===== src/rtl/cckb_pkg.sv =====
// Shared widths, codes and types for the clipped color-key sprite blitter.
`timescale 1ns / 1ps

package cckb_pkg;

   localparam int COORD_W     = 16;  // signed world coordinates
   localparam int DIM_W       = 11;  // sprite dimension fields
   localparam int ORIGIN_W    = 18;  // signed framebuffer origin
   localparam int DEST_W      = 20;  // signed origin plus index
   localparam int FB_W        = 13;  // framebuffer size registers
   localparam int OUT_W       = 12;  // framebuffer coordinate outputs
   localparam int ADDR_W      = 24;  // framebuffer word index
   localparam int COLOR_W     = 32;
   localparam int ALPHA_SHIFT = 24;
   localparam int MAX_FB_DIM  = 4096;

   localparam int CSR_ADDR_W  = 3;
   localparam int CSR_DATA_W  = 32;

   // Register indexes on the configuration port
   localparam logic CSR_FB_WIDTH  = 1'b0;
   localparam logic CSR_FB_HEIGHT = 1'b1;

   // Item kinds on the request channel
   localparam logic FUNC_BEGIN = 1'b0;
   localparam logic FUNC_PIXEL = 1'b1;

   localparam logic [FB_W-1:0] FB_WIDTH_RESET  = FB_W'(640);
   localparam logic [FB_W-1:0] FB_HEIGHT_RESET = FB_W'(480);
   localparam logic [FB_W-1:0] FB_DIM_LIMIT    = FB_W'(MAX_FB_DIM);

   // One framebuffer write still waiting for its address
   typedef struct packed {
      logic [OUT_W-1:0]   dest_x;
      logic [OUT_W-1:0]   dest_y;
      logic [COLOR_W-1:0] color;
   } blit_pix_type;

endpackage


===== src/rtl/cckb_channels.sv =====
// Request and response channel interfaces of the sprite blitter.
`timescale 1ns / 1ps

interface cckb_req_if
   import cckb_pkg::*;
();
   logic                      valid;
   logic                      ready;
   logic                      func;
   logic signed [COORD_W-1:0] pos_x;
   logic signed [COORD_W-1:0] pos_y;
   logic signed [COORD_W-1:0] cam_x;
   logic signed [COORD_W-1:0] cam_y;
   logic [DIM_W-1:0]          sprite_width;
   logic [DIM_W-1:0]          sprite_height;
   logic [COLOR_W-1:0]        pixel_color;

   modport source (output valid, func, pos_x, pos_y, cam_x, cam_y, sprite_width,
                   sprite_height, pixel_color, input ready);
   modport sink (input valid, func, pos_x, pos_y, cam_x, cam_y, sprite_width,
                 sprite_height, pixel_color, output ready);
endinterface

interface cckb_rsp_if
   import cckb_pkg::*;
();
   logic               valid;
   logic               ready;
   logic [OUT_W-1:0]   dest_x;
   logic [OUT_W-1:0]   dest_y;
   logic [ADDR_W-1:0]  word_address;
   logic [COLOR_W-1:0] color;

   modport source (output valid, dest_x, dest_y, word_address, color, input ready);
   modport sink (input valid, dest_x, dest_y, word_address, color, output ready);
endinterface


===== src/rtl/clipped_color_key_sprite_blit.sv =====
// Top level of the clipped color-key sprite blitter.
`timescale 1ns / 1ps

// A begin item sets the sprite origin (center minus half size minus camera)
// and restarts the row/column counters; each following pixel item advances
// the counters and, if its alpha byte is nonzero and it lands inside both the
// even-sized sprite region and the framebuffer, yields one write with its
// coordinates and word address (row * fb_width + column, low 24 bits).
// The block accepts one item per clock unless the output pipeline is full and
// rsp is stalled; a write reaches rsp through the stage register ahead of the
// address multiplier and the output register behind it. Framebuffer size
// registers above 4096 act as 4096; write them only while the block is idle.

module clipped_color_key_sprite_blit
   import cckb_pkg::*;
(
   input  logic                  clock,
   input  logic                  reset,
   cckb_req_if.sink              req_ch,
   cckb_rsp_if.source            rsp_ch,
   input  logic                  csr_psel,
   input  logic                  csr_penable,
   input  logic                  csr_pwrite,
   input  logic [CSR_ADDR_W-1:0] csr_paddr,
   input  logic [CSR_DATA_W-1:0] csr_pwdata,
   output logic [CSR_DATA_W-1:0] csr_prdata,
   output logic                  csr_pready
);

   logic [FB_W-1:0]            fb_width_ff, fb_width_in;
   logic [FB_W-1:0]            fb_height_ff, fb_height_in;
   logic signed [ORIGIN_W-1:0] origin_x_ff, origin_x_in;
   logic signed [ORIGIN_W-1:0] origin_y_ff, origin_y_in;
   logic [DIM_W-1:0]           span_cols_ff, span_cols_in;
   logic [DIM_W-1:0]           span_rows_ff, span_rows_in;
   logic [DIM_W-1:0]           row_length_ff, row_length_in;
   logic [DIM_W-1:0]           row_total_ff, row_total_in;
   logic [DIM_W-1:0]           col_index_ff, col_index_in;
   logic [DIM_W-1:0]           row_index_ff, row_index_in;
   logic                       active_ff, active_in;

   logic                       csr_write;
   logic                       csr_index;
   logic [FB_W-1:0]            fw, fh;
   logic                       accept;
   logic                       live_pixel;
   logic [DIM_W:0]             col_next;
   logic signed [DEST_W-1:0]   dx, dy;
   logic                       in_x, in_y;
   logic                       draw;
   logic                       pipe_ready;
   blit_pix_type               pix;

   // Configuration port
   assign csr_pready = 1'b1;
   assign csr_write  = csr_psel && csr_penable && csr_pwrite;
   assign csr_index  = csr_paddr[2];

   always_comb begin
      unique case (csr_index)
         CSR_FB_WIDTH:  csr_prdata = CSR_DATA_W'(fb_width_ff);
         CSR_FB_HEIGHT: csr_prdata = CSR_DATA_W'(fb_height_ff);
         default:       csr_prdata = '0;
      endcase
   end

   always_comb begin
      fb_width_in  = fb_width_ff;
      fb_height_in = fb_height_ff;
      if (csr_write) begin
         unique case (csr_index)
            CSR_FB_WIDTH:  fb_width_in  = csr_pwdata[FB_W-1:0];
            CSR_FB_HEIGHT: fb_height_in = csr_pwdata[FB_W-1:0];
            default:       ;
         endcase
      end
   end

   // Saturate oversized framebuffer registers
   assign fw = (fb_width_ff  > FB_DIM_LIMIT) ? FB_DIM_LIMIT : fb_width_ff;
   assign fh = (fb_height_ff > FB_DIM_LIMIT) ? FB_DIM_LIMIT : fb_height_ff;

   assign req_ch.ready = pipe_ready;
   assign accept       = req_ch.valid && pipe_ready;
   assign live_pixel   = active_ff && (row_index_ff < row_total_ff);

   assign col_next = {1'b0, col_index_ff} + (DIM_W+1)'(1);

   assign dx = DEST_W'(origin_x_ff) + $signed({{(DEST_W-DIM_W){1'b0}}, col_index_ff});
   assign dy = DEST_W'(origin_y_ff) + $signed({{(DEST_W-DIM_W){1'b0}}, row_index_ff});

   assign in_x = !dx[DEST_W-1] && (dx[DEST_W-2:0] < (DEST_W-1)'(fw));
   assign in_y = !dy[DEST_W-1] && (dy[DEST_W-2:0] < (DEST_W-1)'(fh));

   assign draw = (req_ch.func == FUNC_PIXEL) && live_pixel
              && (req_ch.pixel_color[COLOR_W-1:ALPHA_SHIFT] != '0)
              && (col_index_ff < span_cols_ff) && (row_index_ff < span_rows_ff)
              && in_x && in_y;

   assign pix.dest_x = dx[OUT_W-1:0];
   assign pix.dest_y = dy[OUT_W-1:0];
   assign pix.color  = req_ch.pixel_color;

   // Sprite state: begin reloads everything, a live pixel advances the counters
   always_comb begin
      origin_x_in   = origin_x_ff;
      origin_y_in   = origin_y_ff;
      span_cols_in  = span_cols_ff;
      span_rows_in  = span_rows_ff;
      row_length_in = row_length_ff;
      row_total_in  = row_total_ff;
      col_index_in  = col_index_ff;
      row_index_in  = row_index_ff;
      active_in     = active_ff;
      if (accept) begin
         if (req_ch.func == FUNC_BEGIN) begin
            origin_x_in = ORIGIN_W'(req_ch.pos_x)
                        - $signed(ORIGIN_W'(req_ch.sprite_width[DIM_W-1:1]))
                        - ORIGIN_W'(req_ch.cam_x);
            origin_y_in = ORIGIN_W'(req_ch.pos_y)
                        - $signed(ORIGIN_W'(req_ch.sprite_height[DIM_W-1:1]))
                        - ORIGIN_W'(req_ch.cam_y);
            span_cols_in  = {req_ch.sprite_width[DIM_W-1:1], 1'b0};
            span_rows_in  = {req_ch.sprite_height[DIM_W-1:1], 1'b0};
            row_length_in = req_ch.sprite_width;
            row_total_in  = req_ch.sprite_height;
            col_index_in  = '0;
            row_index_in  = '0;
            active_in     = 1'b1;
         end else if (live_pixel) begin
            if (col_next >= {1'b0, row_length_ff}) begin
               col_index_in = '0;
               row_index_in = row_index_ff + DIM_W'(1);
            end else begin
               col_index_in = col_next[DIM_W-1:0];
            end
         end
      end
   end

   always_ff @(posedge clock) begin
      if (reset) begin
         fb_width_ff   <= FB_WIDTH_RESET;
         fb_height_ff  <= FB_HEIGHT_RESET;
         origin_x_ff   <= '0;
         origin_y_ff   <= '0;
         span_cols_ff  <= '0;
         span_rows_ff  <= '0;
         row_length_ff <= '0;
         row_total_ff  <= '0;
         col_index_ff  <= '0;
         row_index_ff  <= '0;
         active_ff     <= 1'b0;
      end else begin
         fb_width_ff   <= fb_width_in;
         fb_height_ff  <= fb_height_in;
         origin_x_ff   <= origin_x_in;
         origin_y_ff   <= origin_y_in;
         span_cols_ff  <= span_cols_in;
         span_rows_ff  <= span_rows_in;
         row_length_ff <= row_length_in;
         row_total_ff  <= row_total_in;
         col_index_ff  <= col_index_in;
         row_index_ff  <= row_index_in;
         active_ff     <= active_in;
      end
   end

   cckb_addr u_addr (
      .clock    (clock),
      .reset    (reset),
      .in_valid (req_ch.valid && draw),
      .in_ready (pipe_ready),
      .in_pix   (pix),
      .fb_pitch (fw),
      .rsp      (rsp_ch)
   );

endmodule


===== src/rtl/cckb_addr.sv =====
// Two-register output pipeline: holds a clipped pixel, then forms its word address.
`timescale 1ns / 1ps

module cckb_addr
   import cckb_pkg::*;
(
   input  logic              clock,
   input  logic              reset,
   input  logic              in_valid,
   output logic              in_ready,
   input  blit_pix_type      in_pix,
   input  logic [FB_W-1:0]   fb_pitch,
   cckb_rsp_if.source        rsp
);

   logic                     s1_valid_ff, s1_valid_in;
   blit_pix_type             s1_pix_ff;
   logic                     s2_valid_ff, s2_valid_in;
   blit_pix_type             s2_pix_ff;
   logic [ADDR_W-1:0]        s2_addr_ff;
   logic [OUT_W+FB_W-1:0]    product;
   logic                     s2_load;
   logic                     s1_load;

   assign s2_load  = !s2_valid_ff || rsp.ready;
   assign in_ready = !s1_valid_ff || s2_load;
   assign s1_load  = in_valid && in_ready;

   assign product = (OUT_W+FB_W)'(s1_pix_ff.dest_y) * (OUT_W+FB_W)'(fb_pitch);

   always_comb begin
      s1_valid_in = s1_valid_ff;
      if (s1_load) begin
         s1_valid_in = 1'b1;
      end else if (s2_load) begin
         s1_valid_in = 1'b0;
      end
      s2_valid_in = s2_load ? s1_valid_ff : s2_valid_ff;
   end

   always_ff @(posedge clock) begin
      if (reset) begin
         s1_valid_ff <= 1'b0;
         s2_valid_ff <= 1'b0;
      end else begin
         s1_valid_ff <= s1_valid_in;
         s2_valid_ff <= s2_valid_in;
      end
   end

   always_ff @(posedge clock) begin
      if (s1_load) begin
         s1_pix_ff <= in_pix;
      end
      if (s2_load) begin
         s2_pix_ff  <= s1_pix_ff;
         s2_addr_ff <= product[ADDR_W-1:0] + ADDR_W'(s1_pix_ff.dest_x);
      end
   end

   assign rsp.valid        = s2_valid_ff;
   assign rsp.dest_x       = s2_pix_ff.dest_x;
   assign rsp.dest_y       = s2_pix_ff.dest_y;
   assign rsp.word_address = s2_addr_ff;
   assign rsp.color        = s2_pix_ff.color;

endmodule

===== src/flat_wrapper.sv =====
// flat-port wrapper written by rule: the top's interface ports become plain ports
module clipped_color_key_sprite_blit_flat import cckb_pkg::*;
  (clock, reset, csr_psel, csr_penable, csr_pwrite, csr_paddr, csr_pwdata, csr_prdata, csr_pready, req_ch_valid, req_ch_func, req_ch_pos_x, req_ch_pos_y, req_ch_cam_x, req_ch_cam_y, req_ch_sprite_width, req_ch_sprite_height, req_ch_pixel_color, req_ch_ready, rsp_ch_valid, rsp_ch_dest_x, rsp_ch_dest_y, rsp_ch_word_address, rsp_ch_color, rsp_ch_ready);
  cckb_req_if req_ch_i ();
  cckb_rsp_if rsp_ch_i ();
  input  logic clock;
  input  logic reset;
  input  logic csr_psel;
  input  logic csr_penable;
  input  logic csr_pwrite;
  input  logic [CSR_ADDR_W-1:0] csr_paddr;
  input  logic [CSR_DATA_W-1:0] csr_pwdata;
  output logic [CSR_DATA_W-1:0] csr_prdata;
  output logic csr_pready;
  input wire logic [$bits(req_ch_i.valid)-1:0] req_ch_valid;
  input wire logic [$bits(req_ch_i.func)-1:0] req_ch_func;
  input wire logic [$bits(req_ch_i.pos_x)-1:0] req_ch_pos_x;
  input wire logic [$bits(req_ch_i.pos_y)-1:0] req_ch_pos_y;
  input wire logic [$bits(req_ch_i.cam_x)-1:0] req_ch_cam_x;
  input wire logic [$bits(req_ch_i.cam_y)-1:0] req_ch_cam_y;
  input wire logic [$bits(req_ch_i.sprite_width)-1:0] req_ch_sprite_width;
  input wire logic [$bits(req_ch_i.sprite_height)-1:0] req_ch_sprite_height;
  input wire logic [$bits(req_ch_i.pixel_color)-1:0] req_ch_pixel_color;
  output wire logic [$bits(req_ch_i.ready)-1:0] req_ch_ready;
  output wire logic [$bits(rsp_ch_i.valid)-1:0] rsp_ch_valid;
  output wire logic [$bits(rsp_ch_i.dest_x)-1:0] rsp_ch_dest_x;
  output wire logic [$bits(rsp_ch_i.dest_y)-1:0] rsp_ch_dest_y;
  output wire logic [$bits(rsp_ch_i.word_address)-1:0] rsp_ch_word_address;
  output wire logic [$bits(rsp_ch_i.color)-1:0] rsp_ch_color;
  input wire logic [$bits(rsp_ch_i.ready)-1:0] rsp_ch_ready;
  assign req_ch_i.valid = req_ch_valid;
  assign req_ch_i.func = req_ch_func;
  assign req_ch_i.pos_x = req_ch_pos_x;
  assign req_ch_i.pos_y = req_ch_pos_y;
  assign req_ch_i.cam_x = req_ch_cam_x;
  assign req_ch_i.cam_y = req_ch_cam_y;
  assign req_ch_i.sprite_width = req_ch_sprite_width;
  assign req_ch_i.sprite_height = req_ch_sprite_height;
  assign req_ch_i.pixel_color = req_ch_pixel_color;
  assign req_ch_ready = req_ch_i.ready;
  assign rsp_ch_valid = rsp_ch_i.valid;
  assign rsp_ch_dest_x = rsp_ch_i.dest_x;
  assign rsp_ch_dest_y = rsp_ch_i.dest_y;
  assign rsp_ch_word_address = rsp_ch_i.word_address;
  assign rsp_ch_color = rsp_ch_i.color;
  assign rsp_ch_i.ready = rsp_ch_ready;
  clipped_color_key_sprite_blit u_core (.clock(clock), .reset(reset), .req_ch(req_ch_i), .rsp_ch(rsp_ch_i), .csr_psel(csr_psel), .csr_penable(csr_penable), .csr_pwrite(csr_pwrite), .csr_paddr(csr_paddr), .csr_pwdata(csr_pwdata), .csr_prdata(csr_prdata), .csr_pready(csr_pready));
endmodule

===== config.mk =====
export PLATFORM = sky130hd
export DESIGN_NAME = clipped_color_key_sprite_blit_flat
export DESIGN_NICKNAME = d
export VERILOG_FILES = /design/src/rtl/cckb_pkg.sv /design/src/rtl/cckb_channels.sv /design/src/rtl/clipped_color_key_sprite_blit.sv /design/src/rtl/cckb_addr.sv /design/src/flat_wrapper.sv
export SDC_FILE = /design/constraint.sdc
export NUM_CORES = 1
export LEC_CHECK = 0
export BUFFER_PORTS_ARGS = -buffer_cell sky130_fd_sc_hd__buf_2
export CELL_PAD_IN_SITES_DETAIL_PLACEMENT = 0
export CELL_PAD_IN_SITES_GLOBAL_PLACEMENT = 2
export CORE_MARGIN = 2
export CORE_UTILIZATION = 40
export DETAILED_ROUTE_END_ITERATION = 16
export PLACE_DENSITY_LB_ADDON = 0.1
export SLEW_MARGIN = 40
export SYNTH_ARGS = -nofsm -noshare
export SYNTH_HDL_FRONTEND = slang
export SYNTH_SLANG_ARGS = --single-unit

===== constraint.sdc =====
create_clock -name clock -period 16.6 [get_ports clock]
set_input_delay 3.32 -clock clock [delete_from_list [all_inputs] [get_ports clock]]
set_output_delay 3.32 -clock clock [all_outputs]
set_load 0.02 [all_outputs]

==> results of run 1 <==
## power by group
group	total [W]	internal (W)	switching, W	leakage [nW]
combinational	0.000338	0.000143	0.000195	7.42
sequential	0.000683	0.000665	0.0000178	2.28
clock	0.000606	0.000350	0.000256	0.451
total	0.00163	0.00116	0.000469	10.1
## cell families (layout without fill, tap and decap cells)
| group | count (synthesis) | count (layout) | synth area share [%] |
|---|---|---|---|
| compound gates | 297 | 297 | 9.879 |
| buf+inv | 380 | 600 | 7.990 |
| xor+xnor | 90 | 90 | 4.191 |
| simple gates | 613 | 613 | 15.40 |
| flops | 245 | 245 | 33.32 |
| other cells | 2 | 20 | 0.03993 |
| fa+ha+maj | 337 | 337 | 28.09 |
| mux | 19 | 19 | 1.098 |
## synthesized netlist by cell type (8+ instances only)
cell type	count
nor2_1	77
o21ai_1	16
xor2_1	31
nor4_1	9
nand3_1	31
clkbuf_1	50
nand4_1	8
buf_1	8
dfxtp_1	109
a21o_1	30
nand2b_1	19
o21ai_0	25
xnor2_1	59
a211oi_1	16
a31oi_1	8
nor2b_1	20
ha_1	195
nand2_1	292
inv_1	300
mux2_2	13
and2_1	83
and3_1	14
nor3_1	21
fa_1	142
a21oi_1	132
nand3b_1	9
o21a_1	13
buf_4	20
edfxtp_1	136
## stage by stage
stage,total power (W),worst slack (ns)
4_1_cts,0.001652,9.028
3_5_place_dp,0.001037,9.032
3_3_place_gp,0.001034,9.045
2_1_floorplan,0.0009430,8.948
5_1_grt,0.001724,9.009
6_report,0.001627,9.023
## cell type report
cell class	count	area, sq um
sequential	245	6267
inverter	301	1130
tap	607	759.5
fill	4565	24940
clock inverter	16	148.9
clock buffer	34	773.2
timing repair buffer	249	1287
multi-input combinational	1376	11150
## worst max-delay path, stage by stage
cell,delay [ns]
buf_2,0.35
mux2_2,0.41
buf_2,0.17
## layer usage
layer	GRT usage [%]	vias up	part of all wire, %
met3	1.859	41	3.2
met4	3.789	0	1.6
met5	0	-	0
met2	29.99	214	47
li1	-	6945	-
met1	24.61	6476	48
## registers in the layout, summed over array words and instances, names as in the netlist
name / cells
u_core.col_index_ff: 11
u_core.fb_height_ff: 13
u_core.row_length_ff: 11
u_core.active_ff: 1
u_core.u_addr.rsp.dest_x: 12
u_core.u_addr.rsp.color: 32
u_core.u_addr.s1_pix_ff: 56
u_core.u_addr.s1_valid_ff: 1
u_core.u_addr.rsp.dest_y: 12
u_core.row_total_ff: 11
u_core.row_index_ff: 11
u_core.origin_x_ff: 18
u_core.origin_y_ff: 18
u_core.u_addr.rsp.valid: 1
u_core.u_addr.rsp.word_address: 24
u_core.fb_width_ff: 13
## path summary, 6_finish.rpt
path | startpoint | to | slack [ns] | cells past startpoint
setup / recovery | csr_paddr[2] | csr_prdata[4] | 9.02 | 3
setup reg to reg | u_core.fb_width_ff[12] | u_core.u_addr.rsp.word_address[22] | 9.88 | 22
hold / removal | u_core.u_addr.s1_pix_ff[11] | u_core.u_addr.rsp.color[11] | 0.42 | 0
hold reg to reg | u_core.u_addr.s1_pix_ff[11] | u_core.u_addr.rsp.color[11] | 0.42 | 0
==> results.cfg, run 1 <==
[clocking]
cts_buffer_depth = 3
clock_sinks = 245
cts_buffers = 28
cts_tree = built
holdBufCountCts = 0
cts-root-buf = clkbuf_16
htree_num_levels = 1
post_cts_resized = 0
worstSkewPairLatency_ns = 0.57
path_clk_slew_ns = 0.06
cts_setup_buffers = 0

[floorplanning]
row_count = 79
pin_count = 276
die_h_um = 220.8
die_x_um = 220.8
coreArea_sq_um = 46460
initial_core_util_pct = 40.48
die_area_sq_um = 48770

[cells_and_area]
stdcell_area_sq_um = 21510
final_common_cell = inv_1
syn2layout_area_growth_pct = 14.39
diodes = 0
utilization_pct = 46.31
fin_cells = 2828
layout-drive-gt1-share_pct = 15.04
final_cell_mix = inv_1 (299), nand2_1 (292), buf_2 (234)
nets = 2699

[sta]
setup_viol = 0
fmax_mhz = 132.0
rsz0062_at_grt = false
slew_violations = 0
min_period_over_period_pct = 45.64
fin_crit_ns = 7.577
setup_tns_ns = 0
maxSlewHeadroom_pct = 49.52
clock_skew_ns = 0.02274
tightest_slew_ns = 0.7572
holdWs_ns = 0.4182
hold_viol = 0

[placement]
place_area_sq_um = 20590
port_buffers = 234
dp_hpwl_mm = 34.59
gp_congestion = 0.7839
placed_cells = 2778

[yosys]
yosysWarningCount = 0
netlist_top_cells_area = edfxtp_1 (22%), fa_1 (15%), ha_1 (13%)
synth_top_area_share_pct = 21.71
syn_inst = 1983
synth-main-ff-cell = edfxtp_1
seq_area_frac_synth_pct = 33.32
async_reset_ff_share_pct = 0
ys_ff_latch = 245
yosysUniqueCellTypes = 70
synth_edf_count = 136
netlist_area_sq_um = 18810
avgSynthCellArea_sq_um = 9.485
synth_area_leader_cell = edfxtp_1

[global_routing]
overflow = 0
antenna_found_initial = 0
grt_max_degree = 88
grt_pass1_wl_mm = 71.42
grt_pass1_vias = 13880
grt_usage_pct = 17.73

[flow_run]
cap_violations = 0

[power]
leakage_nw = 10.15
power.density_nw_per_um2 = 75.62
vdd_drop_max_uv = 71.99

[worst_setup_path]
cp.arrival_ns = 4.26
critPathMaxFanout = 17
path_class = input pin to output pin
setup.worst_path.start_class = input pin
required_ns = 13.28
cp-end-kind = output pin

[detailed_routing]
num_vias = 13680
drc = 0
firstDrtPassIters = 5
drtIter0Drc = 594
vias_per_cell = 4.836
drt_wl_total_mm = 43.27
ant_nets = 0
routedWlPerCell_um = 15.30

[worst_hold_path]
hold_path_class = flip-flop to flip-flop

[outcome]
status = complete, no violations
Note: power is estimated with default switching activity, not from simulation.
==> run 2, diff against run 1 <==
Settings changed: CORE_UTILIZATION 40 to 33.
Clock period 16.6 ns to 6.3 ns, I/O delays scaled along.
==> run 2 against run 1 <==
Compared with the run above: routed wire length increased by 8.6%; die area increased by 21%; utilization decreased by 7.1 points; count of clock-buffer cells in the layout increased by 10; clock skew decreased by 0.012 ns; cell count increased by 7.0%; critical path depth increased by 21; register-to-register slack got worse by 9.6 ns; worst hold slack got worse by 0.0033 ns; worst setup slack got worse by 8.7 ns.
==> results.cfg, run 2 (synthesis results as in run 1) <==
[clocking]
worstSkewPairLatency_ns = 0.57
holdBufCountCts = 0
htree_num_levels = 1
clock_sinks = 245
cts_tree = built
cts_buffers = 29
path_clk_slew_ns = 0.06
cts_buffer_depth = 3
cts-root-buf = clkbuf_16

[detailed_routing]
ant_nets = 0
drtIter0Drc = 520
drt_wl_total_mm = 47.00
vias_per_cell = 4.552
firstDrtPassIters = 4
num_vias = 13780
drc = 0
routedWlPerCell_um = 15.53

[power]
p_total_w = 0.004354
vdd_drop_max_uv = 186.1
leakage_nw = 10.40
power.density_nw_per_um2 = 196.9

[placement]
dp_hpwl_mm = 38.55
port_buffers = 234
gp_congestion = 0.7961

[worst_setup_path]
required_ns = 6.68
setup.worst_path.start_class = flip-flop
cp.arrival_ns = 6.37
path_class = flip-flop to flip-flop
cp-end-kind = flip-flop
critPathMaxFanout = 7

[global_routing]
grt_pass1_vias = 14300
grt_usage_pct = 15.92
grt_pass1_wl_mm = 76.17
antenna_found_initial = 0
grt_max_degree = 57
overflow = 0

[sta]
tightest_slew_ns = 0.8076
setup_tns_ns = 0
fin_crit_ns = 5.983
slew_violations = 0
setup_viol = 0
clock_skew_ns = 0.01082
maxSlewHeadroom_pct = 46.16
rsz0062_at_grt = false
holdWs_ns = 0.4149
hold_viol = 0
fmax_mhz = 167.1
min_period_over_period_pct = 94.97

[worst_hold_path]
hold_path_class = flip-flop to flip-flop

[cells_and_area]
syn2layout_area_growth_pct = 17.61
largest_reg_flops = 56
layout-drive-gt1-share_pct = 16.95
top_register = u_core.u_addr.s1_pix_ff
diodes = 0
nets = 2746
final_common_cell = inv_1
final_cell_mix = inv_1 (299), nand2_1 (291), buf_2 (234)
utilization_pct = 39.23

[floorplanning]
row_count = 87
die_h_um = 242.7
initial_core_util_pct = 33.36
die_area_sq_um = 58920
coreArea_sq_um = 56390
die_x_um = 242.7
pin_count = 276

[flow_run]
cap_violations = 0

[outcome]
status = complete, no violations
-- run 2: report_power, final --
group | leakage, nW | switching, W | internal (W) | total [W]
clock | 0.461 | 0.000670 | 0.000964 | 0.00163
combinational | 7.66 | 0.000530 | 0.000394 | 0.000924
sequential | 2.28 | 0.0000454 | 0.00175 | 0.00180
-- run 2: final timing paths --
kind | cells after the start | end | slack [ns] | startpoint
worst max-delay path | 24 | u_core.u_addr.rsp.word_address[23] | 0.32 | u_core.fb_width_ff[12]
worst min-delay path | 0 | u_core.u_addr.rsp.color[31] | 0.41 | u_core.u_addr.s1_pix_ff[31]
worst max register to register | 24 | u_core.u_addr.rsp.word_address[23] | 0.32 | u_core.fb_width_ff[12]
worst min register to register | 0 | u_core.u_addr.rsp.color[31] | 0.41 | u_core.u_addr.s1_pix_ff[31]
-- run 2: layout make-up --
type	instances	area [sq um]
multi-input combinational	1376	11190
tap	756	945.9
fill	5890	34270
sequential	245	6270
clock inverter	10	92.59
inverter	301	1130
clock buffer	44	842.1
timing repair buffer	295	1649
-- run 2: metal layers --
layer  GRT usage [%]  vias to the layer above  part of all wire (%)
li1                -                     7033                     -
met1           21.67                     6539                    47
met5               0                        -                     0
met3           1.559                       35                   2.7
met4           3.266                        0                   1.3
met2           27.47                      172                    49
-- run 2: per-stage QoR --
stage	area, sq um	setup slack [ns]	std cells
floorplan	18880	0.1224	2001
global placement	21100	-0.03989	2972
detailed placement	21110	-0.05169	2972
CTS	22050	0.04343	3026
global route	22120	0.01786	3027
finish	22120	0.3171	3027
-- run 2: repair_timing --
| action | 4_1_cts | 5_1_grt |
|---|---|---|
| endpoints found under the setup margin | 3 | 5 |
| pin swaps | 0 | 3 |
| setup buffers | 0 | 1 |
| resized for setup | 1 | 13 |
| hold endpoints to repair | 0 | 0 |
-- run 2: critical path, cell delays in order (launching register included) --
cell	delay [ns]
dfxtp_4	0.40
buf_4	0.14
nor2b_1	0.04
buf_4	0.16
and2_1	0.17
fa_1	0.54
inv_1	0.05
fa_1	0.51
inv_1	0.06
fa_1	0.51
fa_1	0.50
inv_1	0.05
fa_1	0.53
inv_1	0.04
ha_1	0.31
nand2_1	0.09
or4_4	0.56
nand2_2	0.09
o211ai_1	0.08
buf_4	0.17
a311oi_2	0.21
o21a_1	0.16
o21a_1	0.14
nor4_1	0.06
a311oi_1	0.24
